[src/hw/rtl/ptt_pkg.sv]
`default_nettype none

package ptt_pkg;

  // table size and field widths
  localparam int TIMER_COUNT = 16;
  localparam int IDX_W       = (TIMER_COUNT > 1) ? $clog2(TIMER_COUNT) : 1;
  localparam int ID_W        = 4;
  localparam int TICK_W      = 32;

  // command queue between front and back
  localparam int QDEPTH  = 2;
  localparam int QPTR_W  = (QDEPTH > 1) ? $clog2(QDEPTH) : 1;
  localparam int QCNT_W  = $clog2(QDEPTH + 1);

  // input op codes
  localparam logic [1:0] OP_SET    = 2'd0;
  localparam logic [1:0] OP_KILL   = 2'd1;
  localparam logic [1:0] OP_UPDATE = 2'd2;

  typedef enum logic [1:0] {
    CMD_SET,
    CMD_KILL,
    CMD_UPDATE
  } cmd_kind_t;

  // classified command as held in the queue
  typedef struct packed {
    cmd_kind_t          kind;
    logic [IDX_W-1:0]   idx;
    logic [TICK_W-1:0]  period;
    logic [TICK_W-1:0]  now;
  } cmd_t;

  typedef enum logic [1:0] {
    BK_IDLE,
    BK_READ,
    BK_EVAL,
    BK_FLUSH
  } bk_state_t;

endpackage

`default_nettype wire

[src/hw/rtl/ptt_ram.sv]
`default_nettype none

module ptt_ram #(
  parameter int WIDTH = 32,
  parameter int DEPTH = 16,
  localparam int AW   = (DEPTH > 1) ? $clog2(DEPTH) : 1
) (
  input  wire logic             clk,
  input  wire logic             we,
  input  wire logic [AW-1:0]    waddr,
  input  wire logic [WIDTH-1:0] wdata,
  input  wire logic             re,
  input  wire logic [AW-1:0]    raddr,
  output logic      [WIDTH-1:0] rdata
);

  logic [WIDTH-1:0] mem [DEPTH];

  // one write port, one registered read port
  always_ff @(posedge clk) begin
    if (we) begin
      mem[waddr] <= wdata;
    end
    if (re) begin
      rdata <= mem[raddr];
    end
  end

endmodule

`default_nettype wire

[src/hw/rtl/ptt_front.sv]
`default_nettype none

module ptt_front (
  input  wire logic                  clk,
  input  wire logic                  rst_n,
  input  wire logic                  in_valid,
  output logic                       in_ready,
  input  wire logic [1:0]            in_op,
  input  wire logic [ptt_pkg::ID_W-1:0]   in_timer_id,
  input  wire logic [ptt_pkg::TICK_W-1:0] in_period,
  input  wire logic [ptt_pkg::TICK_W-1:0] in_now,
  output logic                       q_valid,
  output ptt_pkg::cmd_t              q_cmd,
  input  wire logic                  q_pop
);

  import ptt_pkg::*;

  cmd_t              q_mem_r [QDEPTH];
  logic [QPTR_W-1:0] wr_ptr_r;
  logic [QPTR_W-1:0] rd_ptr_r;
  logic [QCNT_W-1:0] count_r;
  logic [QCNT_W-1:0] count_nxt;
  cmd_t              cmd;
  logic              keep;
  logic              id_ok;
  logic              push;

  // classify the incoming transaction, dropping ones with no effect
  assign id_ok = (32'(in_timer_id) < TIMER_COUNT);

  always_comb begin
    cmd.idx    = IDX_W'(in_timer_id);
    cmd.period = in_period;
    cmd.now    = in_now;
    cmd.kind   = CMD_UPDATE;
    keep       = 1'b0;
    unique case (in_op)
      OP_SET: begin
        cmd.kind = CMD_SET;
        keep     = id_ok;
      end
      OP_KILL: begin
        cmd.kind = CMD_KILL;
        keep     = id_ok;
      end
      OP_UPDATE: begin
        cmd.kind = CMD_UPDATE;
        keep     = 1'b1;
      end
      default: begin
        keep = 1'b0;
      end
    endcase
  end

  assign in_ready = (count_r != QCNT_W'(QDEPTH));
  assign push     = in_valid && in_ready && keep;
  assign q_valid  = (count_r != '0);
  assign q_cmd    = q_mem_r[rd_ptr_r];

  // occupancy
  always_comb begin
    count_nxt = count_r;
    if (push && !q_pop) begin
      count_nxt = count_r + QCNT_W'(1);
    end else if (!push && q_pop) begin
      count_nxt = count_r - QCNT_W'(1);
    end
  end

  always_ff @(posedge clk) begin
    if (!rst_n) begin
      wr_ptr_r <= '0;
      rd_ptr_r <= '0;
      count_r  <= '0;
    end else begin
      count_r <= count_nxt;
      if (push) begin
        wr_ptr_r <= wr_ptr_r + QPTR_W'(1);
      end
      if (q_pop) begin
        rd_ptr_r <= rd_ptr_r + QPTR_W'(1);
      end
    end
  end

  // queue storage
  always_ff @(posedge clk) begin
    if (push) begin
      q_mem_r[wr_ptr_r] <= cmd;
    end
  end

endmodule

`default_nettype wire

[src/hw/rtl/ptt_back.sv]
`default_nettype none

module ptt_back (
  input  wire logic                  clk,
  input  wire logic                  rst_n,
  input  wire logic                  q_valid,
  input  wire ptt_pkg::cmd_t         q_cmd,
  output logic                       q_pop,
  output logic                       out_valid,
  input  wire logic                  out_ready,
  output logic [ptt_pkg::ID_W-1:0]   out_fired_id,
  output logic                       out_last_of_run
);

  import ptt_pkg::*;

  bk_state_t          state_r;
  bk_state_t          state_nxt;
  logic               armed_r [TIMER_COUNT];
  logic [IDX_W-1:0]   scan_idx_r;
  logic [TICK_W-1:0]  now_r;
  logic               pend_valid_r;
  logic [IDX_W-1:0]   pend_id_r;
  logic               out_valid_r;
  logic [ID_W-1:0]    out_id_r;
  logic               out_last_r;

  // ram ports
  logic               iv_we;
  logic               st_we;
  logic [IDX_W-1:0]   st_waddr;
  logic [TICK_W-1:0]  st_wdata;
  logic               rd_en;
  logic [IDX_W-1:0]   rd_addr;
  logic [TICK_W-1:0]  iv_rdata;
  logic [TICK_W-1:0]  st_rdata;

  // per-cycle controls
  logic               arm_set;
  logic               arm_clr;
  logic               load_now;
  logic               scan_inc;
  logic               pend_load;
  logic               pend_clr;
  logic               emit;
  logic               emit_last;

  logic [TICK_W-1:0]  elapsed;
  logic               due;
  logic               out_free;
  logic               last_idx;
  logic               eval_stall;

  ptt_ram #(.WIDTH(TICK_W), .DEPTH(TIMER_COUNT)) u_interval_ram (
    .clk   (clk),
    .we    (iv_we),
    .waddr (q_cmd.idx),
    .wdata (q_cmd.period),
    .re    (rd_en),
    .raddr (rd_addr),
    .rdata (iv_rdata)
  );

  ptt_ram #(.WIDTH(TICK_W), .DEPTH(TIMER_COUNT)) u_start_ram (
    .clk   (clk),
    .we    (st_we),
    .waddr (st_waddr),
    .wdata (st_wdata),
    .re    (rd_en),
    .raddr (rd_addr),
    .rdata (st_rdata)
  );

  // expiry test on the entry under the scan pointer
  assign elapsed    = now_r - st_rdata;
  assign due        = armed_r[scan_idx_r] && (iv_rdata <= elapsed);
  assign out_free   = !out_valid_r || out_ready;
  assign last_idx   = (scan_idx_r == IDX_W'(TIMER_COUNT - 1));
  assign eval_stall = due && pend_valid_r && !out_free;

  // next state
  always_comb begin
    state_nxt = state_r;
    unique case (state_r)
      BK_IDLE: begin
        if (q_valid && (q_cmd.kind == CMD_UPDATE)) begin
          state_nxt = BK_READ;
        end
      end
      BK_READ: begin
        state_nxt = BK_EVAL;
      end
      BK_EVAL: begin
        if (!eval_stall && last_idx) begin
          state_nxt = BK_FLUSH;
        end
      end
      BK_FLUSH: begin
        if (!pend_valid_r || out_free) begin
          state_nxt = BK_IDLE;
        end
      end
      default: begin
        state_nxt = BK_IDLE;
      end
    endcase
  end

  // state outputs
  always_comb begin
    q_pop     = 1'b0;
    iv_we     = 1'b0;
    st_we     = 1'b0;
    st_waddr  = q_cmd.idx;
    st_wdata  = q_cmd.now;
    rd_en     = 1'b0;
    rd_addr   = scan_idx_r;
    arm_set   = 1'b0;
    arm_clr   = 1'b0;
    load_now  = 1'b0;
    scan_inc  = 1'b0;
    pend_load = 1'b0;
    pend_clr  = 1'b0;
    emit      = 1'b0;
    emit_last = 1'b0;
    unique case (state_r)
      BK_IDLE: begin
        if (q_valid) begin
          q_pop = 1'b1;
          unique case (q_cmd.kind)
            CMD_SET: begin
              iv_we   = 1'b1;
              st_we   = 1'b1;
              arm_set = 1'b1;
            end
            CMD_KILL: begin
              arm_clr = 1'b1;
            end
            CMD_UPDATE: begin
              load_now = 1'b1;
            end
            default: begin
              q_pop = 1'b1;
            end
          endcase
        end
      end
      BK_READ: begin
        rd_en = 1'b1;
      end
      BK_EVAL: begin
        if (!eval_stall) begin
          if (due) begin
            st_we     = 1'b1;
            st_waddr  = scan_idx_r;
            st_wdata  = st_rdata + iv_rdata;
            pend_load = 1'b1;
            emit      = pend_valid_r;
          end
          if (!last_idx) begin
            scan_inc = 1'b1;
            rd_en    = 1'b1;
            rd_addr  = scan_idx_r + IDX_W'(1);
          end
        end
      end
      BK_FLUSH: begin
        if (pend_valid_r && out_free) begin
          emit      = 1'b1;
          emit_last = 1'b1;
          pend_clr  = 1'b1;
        end
      end
      default: begin
        q_pop = 1'b0;
      end
    endcase
  end

  // control registers
  always_ff @(posedge clk) begin
    if (!rst_n) begin
      state_r      <= BK_IDLE;
      pend_valid_r <= 1'b0;
      out_valid_r  <= 1'b0;
      scan_idx_r   <= '0;
      for (int i = 0; i < TIMER_COUNT; i++) begin
        armed_r[i] <= 1'b0;
      end
    end else begin
      state_r <= state_nxt;
      if (arm_set) begin
        armed_r[q_cmd.idx] <= 1'b1;
      end else if (arm_clr) begin
        armed_r[q_cmd.idx] <= 1'b0;
      end
      if (load_now) begin
        scan_idx_r <= '0;
      end else if (scan_inc) begin
        scan_idx_r <= scan_idx_r + IDX_W'(1);
      end
      if (pend_load) begin
        pend_valid_r <= 1'b1;
      end else if (pend_clr) begin
        pend_valid_r <= 1'b0;
      end
      if (emit) begin
        out_valid_r <= 1'b1;
      end else if (out_ready) begin
        out_valid_r <= 1'b0;
      end
    end
  end

  // payload registers
  always_ff @(posedge clk) begin
    if (load_now) begin
      now_r <= q_cmd.now;
    end
    if (pend_load) begin
      pend_id_r <= scan_idx_r;
    end
    if (emit) begin
      out_id_r   <= ID_W'(pend_id_r);
      out_last_r <= emit_last;
    end
  end

  assign out_valid       = out_valid_r;
  assign out_fired_id    = out_id_r;
  assign out_last_of_run = out_last_r;

endmodule

`default_nettype wire

[src/hw/rtl/periodic_timer_table.sv]
// Periodic timer table with TIMER_COUNT entries. A set transaction arms an entry
// with a period and the given tick as its start; a kill transaction disarms it;
// an update transaction carries the current tick and returns, in ascending id
// order, one result per armed entry whose period is at most the elapsed ticks
// (modulo 2^32), the last of them flagged with out_last_of_run. A fired entry's
// start advances by exactly one period. Commands first pass a two-deep queue,
// so new transactions are taken while an update is still scanning. Set and kill
// are done in the dequeue step of the execution stage. An update steps through
// dequeue, first read, one compare per entry and a final flush, and can wait
// while the result channel is held back: the scan reads one entry a cycle, save
// when so stalled, from the period and start RAMs through their single read port.
// Set, kill and op code 3 produce no results; a set or kill with a bad id is dropped.
`default_nettype none

module periodic_timer_table (
  input  wire logic                   clk,
  input  wire logic                   rst_n,
  input  wire logic                   in_valid,
  output logic                        in_ready,
  input  wire logic [1:0]             in_op,
  input  wire logic [ptt_pkg::ID_W-1:0]   in_timer_id,
  input  wire logic [ptt_pkg::TICK_W-1:0] in_period,
  input  wire logic [ptt_pkg::TICK_W-1:0] in_now,
  output logic                        out_valid,
  input  wire logic                   out_ready,
  output logic [ptt_pkg::ID_W-1:0]    out_fired_id,
  output logic                        out_last_of_run
);

  import ptt_pkg::*;

  logic q_valid;
  cmd_t q_cmd;
  logic q_pop;

  // accept and classify transactions
  ptt_front u_front (
    .clk         (clk),
    .rst_n       (rst_n),
    .in_valid    (in_valid),
    .in_ready    (in_ready),
    .in_op       (in_op),
    .in_timer_id (in_timer_id),
    .in_period   (in_period),
    .in_now      (in_now),
    .q_valid     (q_valid),
    .q_cmd       (q_cmd),
    .q_pop       (q_pop)
  );

  // execute commands and scan the table
  ptt_back u_back (
    .clk             (clk),
    .rst_n           (rst_n),
    .q_valid         (q_valid),
    .q_cmd           (q_cmd),
    .q_pop           (q_pop),
    .out_valid       (out_valid),
    .out_ready       (out_ready),
    .out_fired_id    (out_fired_id),
    .out_last_of_run (out_last_of_run)
  );

endmodule

`default_nettype wire

[config.mk]
export PLATFORM = sky130hd
export DESIGN_NAME = periodic_timer_table
export DESIGN_NICKNAME = d
export VERILOG_FILES = /design/src/hw/rtl/ptt_pkg.sv /design/src/hw/rtl/ptt_ram.sv /design/src/hw/rtl/ptt_front.sv /design/src/hw/rtl/ptt_back.sv /design/src/hw/rtl/periodic_timer_table.sv
export SDC_FILE = /design/constraint.sdc
export NUM_CORES = 2
export LEC_CHECK = 0
export BUFFER_PORTS_ARGS = -buffer_cell sky130_fd_sc_hd__buf_2
export CORE_MARGIN = 3
export CORE_UTILIZATION = 35
export DETAILED_ROUTE_END_ITERATION = 8
export GPL_TIMING_DRIVEN = 0
export PLACE_DENSITY_LB_ADDON = 0.2
export SETUP_SLACK_MARGIN = 0.05
export SLEW_MARGIN = 15
export SYNTH_ARGS = -nofsm -noshare
export SYNTH_HDL_FRONTEND = slang
export SYNTH_HIERARCHICAL = 1
export SYNTH_SLANG_ARGS = --single-unit
[constraint.sdc]
create_clock -name clk -period 8.74 [get_ports clk]
set_input_delay 0 -clock clk [delete_from_list [all_inputs] [get_ports clk]]
set_output_delay 0 -clock clk [all_outputs]
set_load 0.005 [all_outputs]
==> flow_summary_export.csv <==
group,metric,value,unit
logic_synthesis,ys_ff_latch,1302,
worst_setup_path,r2r_end,"u_back/u_start_ram/mem[4][22]$_DFFE_PP_",
clocking,cts_tree,"done",
finish,area_delta_synth_final,19.56,%
logic_synthesis,yosys.area.top_type,"edfxtp_1",
logic_synthesis,synthCells,2706,
place,place_hpwl,90690,um
global_routing,grt_pass1_vias,28620,
logic_synthesis,synth_area,52550,um2
finish,fillers,12930,
global_routing,grt_start_max_net_pins,42,
worst_setup_path,cp_slowest_cell,"nor3_2",
finish,layout_commonest_cell,"edfxtp_1",
global_routing,gr-usage-all-layers,0.1683,
finish,final_nets,3310,
timing,hold_viol,0,
power,leakagePower,20.38,nW
global_routing,grt-ovfl-total,0,
logic_synthesis,yosysWarnings,6,
logic_synthesis,syn-num-nets,2882,
finish,diodes,0,
place,gp_congestion,0.8415,
finish,fin_area,62830,um2
worst_hold_path,hp-class,"primary input to flop",
timing,max_slew_margin,0.2652,
drt,dr.pass1.iters,5,
timing,tightest_slew,1095,ps
finish,final_cell_mix,"edfxtp_1 (1269), mux4_2 (260), clkbuf_16 (148)",
worst_setup_path,max_stage_delay,760,ps
worst_setup_path,worstPathArrival,8590,ps
logic_synthesis,synth_cell_types,71,
logic_synthesis,synth_ff_type,"edfxtp_1",
timing,whs,80.62,ps
drt,routed_wl,131400,um
timing,finalMaxSlewViolations,0,
status,outcome,"finished, final reports clean",
worst_setup_path,crit_type,"flop to flop",
clocking,path_clk_slew,60,ps
power,peakVddDrop,0.0002176,V
drt,wire_per_inst,25.07,um
worst_setup_path,startpoint_type,"flop",
worst_setup_path,endpoint,"u_back/u_start_ram/mem[4][22]$_DFFE_PP_",
global_routing,antenna_found_initial,6,
clocking,numCtsBuffers,139,
worst_setup_path,path_depth,28,
global_routing,grt_pass1_wl,192500,um
worst_setup_path,r2r_slack,600,ps
power,powerDensity,266.9,nW/um2
logic_synthesis,yosysSeqAreaShare,0.7378,
drt,via_per_inst,5.227,
worst_setup_path,r2r-start,"u_back/u_start_ram/rdata[2]$_DFFE_PP_",
place,dp.cells,4866,
timing,timing.final.crit_period,8140,ps
die,coreArea,148400,um2
worst_setup_path,cp-startpoint,"u_back/u_start_ram/rdata[2]$_DFFE_PP_",
worst_setup_path,crit_fanout,10,
place,placed_area,56950,um2
drt,vias,27390,
job,drv_cap,0,
worst_setup_path,rr_worst_depth,28,
place,io_buffers,80,
finish,multi_input_area,13270,um2
drt,drc,0,
worst_setup_path,end_kind,"flop",
logic_synthesis,avgSynthCellArea,19.42,um2
clocking,cts.sinks,1302,
timing,setup_violations,0,
die,num_io_pins,81,
timing,finalCritPeriodShare,0.9314,
timing,fmax,0.1228,GHz
worst_setup_path,path_buf_inv,6,
clocking,cts_root_buffer,"clkbuf_16",
die,dieArea,154800,um2
timing,fin_skew,21.96,ps
finish,instances_no_fill,5240,
logic_synthesis,synth_top_area_share,0.7252,
timing,rsz0062_at_grt,"no",
drt,drt_iter0_markers,2290,
worst_setup_path,cp_data_required_time,9190,ps
finish,seqCellArea,38770,um2
clocking,clock_latency,750,ps
die,die_w,393.5,um
drt,drtAntennaViolNets,0,
die,rows,141,
clocking,cts.path.max_buffers,3,
logic_synthesis,synth.area.top_cells,"edfxtp_1 (73%), mux4_2 (11%), ha_1 (2.4%)",
finish,drive_gt1_frac,0.2502,
logic_synthesis,async_flop_share,0,
clocking,htreeDepth,4,
die,fp.dieH,393.5,um
die,initial_core_util,0.3542,
worst_setup_path,cp_top_family,"compound AO/OA/AOI/OAI gates",
logic_synthesis,synth_edf_count,1269,
[cell usage after synthesis (4+ instances only)]
master and instances:
a211o_1 4, a211oi_1 6, a21o_1 34, a21oi_1 60, a22oi_1 128, a31oi_1 7, and2_1 9, and3_1 8
buf_1 20, buf_2 12, buf_4 22, buf_6 13, clkbuf_1 47, dfxtp_1 33, edfxtp_1 1269, ha_1 100
inv_1 59, mux2_2 71, mux2_4 8, mux2i_1 4, mux4_2 260, nand2_1 135, nand2b_1 24, nand3_1 15
nand3b_1 6, nand4_1 11, nor2_1 58, nor2b_1 22, nor3_1 23, nor4_1 5, o211ai_1 16, o21a_1 7
o21ai_0 37, o21ai_1 36, o21bai_1 6, o311ai_0 4, o31ai_1 17, o41ai_1 5, or2_2 4, or3_1 6
xnor2_1 26, xor2_1 33
[metal layers]
layer  up-vias  part of all wire  GRT usage
li1      11970                 -          -
met1     14420              0.42     0.2179
met2       811              0.52     0.2947
met3       185             0.047    0.02424
met4         0             0.021    0.04756
met5         -                 0          0
[power by group]
group | leakage [nW] | switching [W] | internal, W
Clock | 2.21 | 0.00235 | 0.00347
Sequential | 11.7 | 0.0000946 | 0.00753
Combinational | 6.47 | 0.00195 | 0.00138
Total | 20.4 | 0.00439 | 0.0124
[stage by stage]
stage / utilization / power, W / setup slack [ps] / TNS, ps
6_report: 0.4234 / 0.01677 / 599.9 / 0
5_1_grt: 0.4234 / 0.01750 / 106.6 / 0
4_1_cts: 0.4229 / 0.01698 / 161.9 / 0
3_5_place_dp: 0.3839 / 0.01105 / -14.80 / -22.66
3_3_place_gp: 0.3737 / 0.01089 / -3131 / -783780
2_1_floorplan: - / 0.009991 / 1074 / 0
[logic make-up (layout without fill, tap and decap cells)]
group	after synthesis	count (layout)	synth area share
mux	343	343	0.1297
xor+xnor	59	59	0.009834
simple gates	337	337	0.03095
compound gates	389	389	0.05100
flops	1302	1302	0.7378
fa+ha+maj	102	102	0.02457
buf+inv	174	706	0.01617
[area by class of cell]
cell class	count	area share
Buffer	115	0.009997
Timing Repair Buffer	287	0.04680
Clock inverter	66	0.01081
Inverter	59	0.003525
Sequential cell	1302	0.6171
Clock buffer	179	0.06080
Multi-Input combinational cell	1230	0.2111
Tap cell	2002	0.03987
[sequential cells by signal, summed over array words and instances (netlist names), 2 cells and up, named ones only]
signal / cells
u_back/u_interval_ram/mem: 512
u_back/u_start_ram/mem: 512
u_front/q_mem_r: 140
u_back/now_r: 32
u_back/u_interval_ram/rdata: 32
u_back/u_start_ram/rdata: 32
u_back/armed_r: 16
u_back/out_fired_id: 4
u_back/pend_id_r: 4
u_back/scan_idx_r: 4
u_back/state_r: 2
u_front/count_r: 2
[worst min path at each step]
stage	startpoint	end	slack (ps)	depth (start not counted)
finish	in_now[16]	u_front/q_mem_r[0][16]$_DFFE_PP_	80	2
global route	in_now[15]	u_front/q_mem_r[1][15]$_DFFE_PP_	50	2
CTS	in_now[15]	u_front/q_mem_r[1][15]$_DFFE_PP_	6	2
detailed placement	in_period[19]	u_front/q_mem_r[1][51]$_DFFE_PP_	190	1
global placement	in_period[30]	u_front/q_mem_r[0][62]$_DFFE_PP_	190	1
floorplan	in_now[0]	u_front/q_mem_r[0][0]$_DFFE_PP_	100	0
[timing repair]
action	CTS	global route
resized for setup	1	4
buffers inserted	0	0
setup endpoints to repair	24	64
hold buffers	129	0
endpoints found under the hold margin	183	0
No activity file was read; power rests on OpenSTA's default activity.
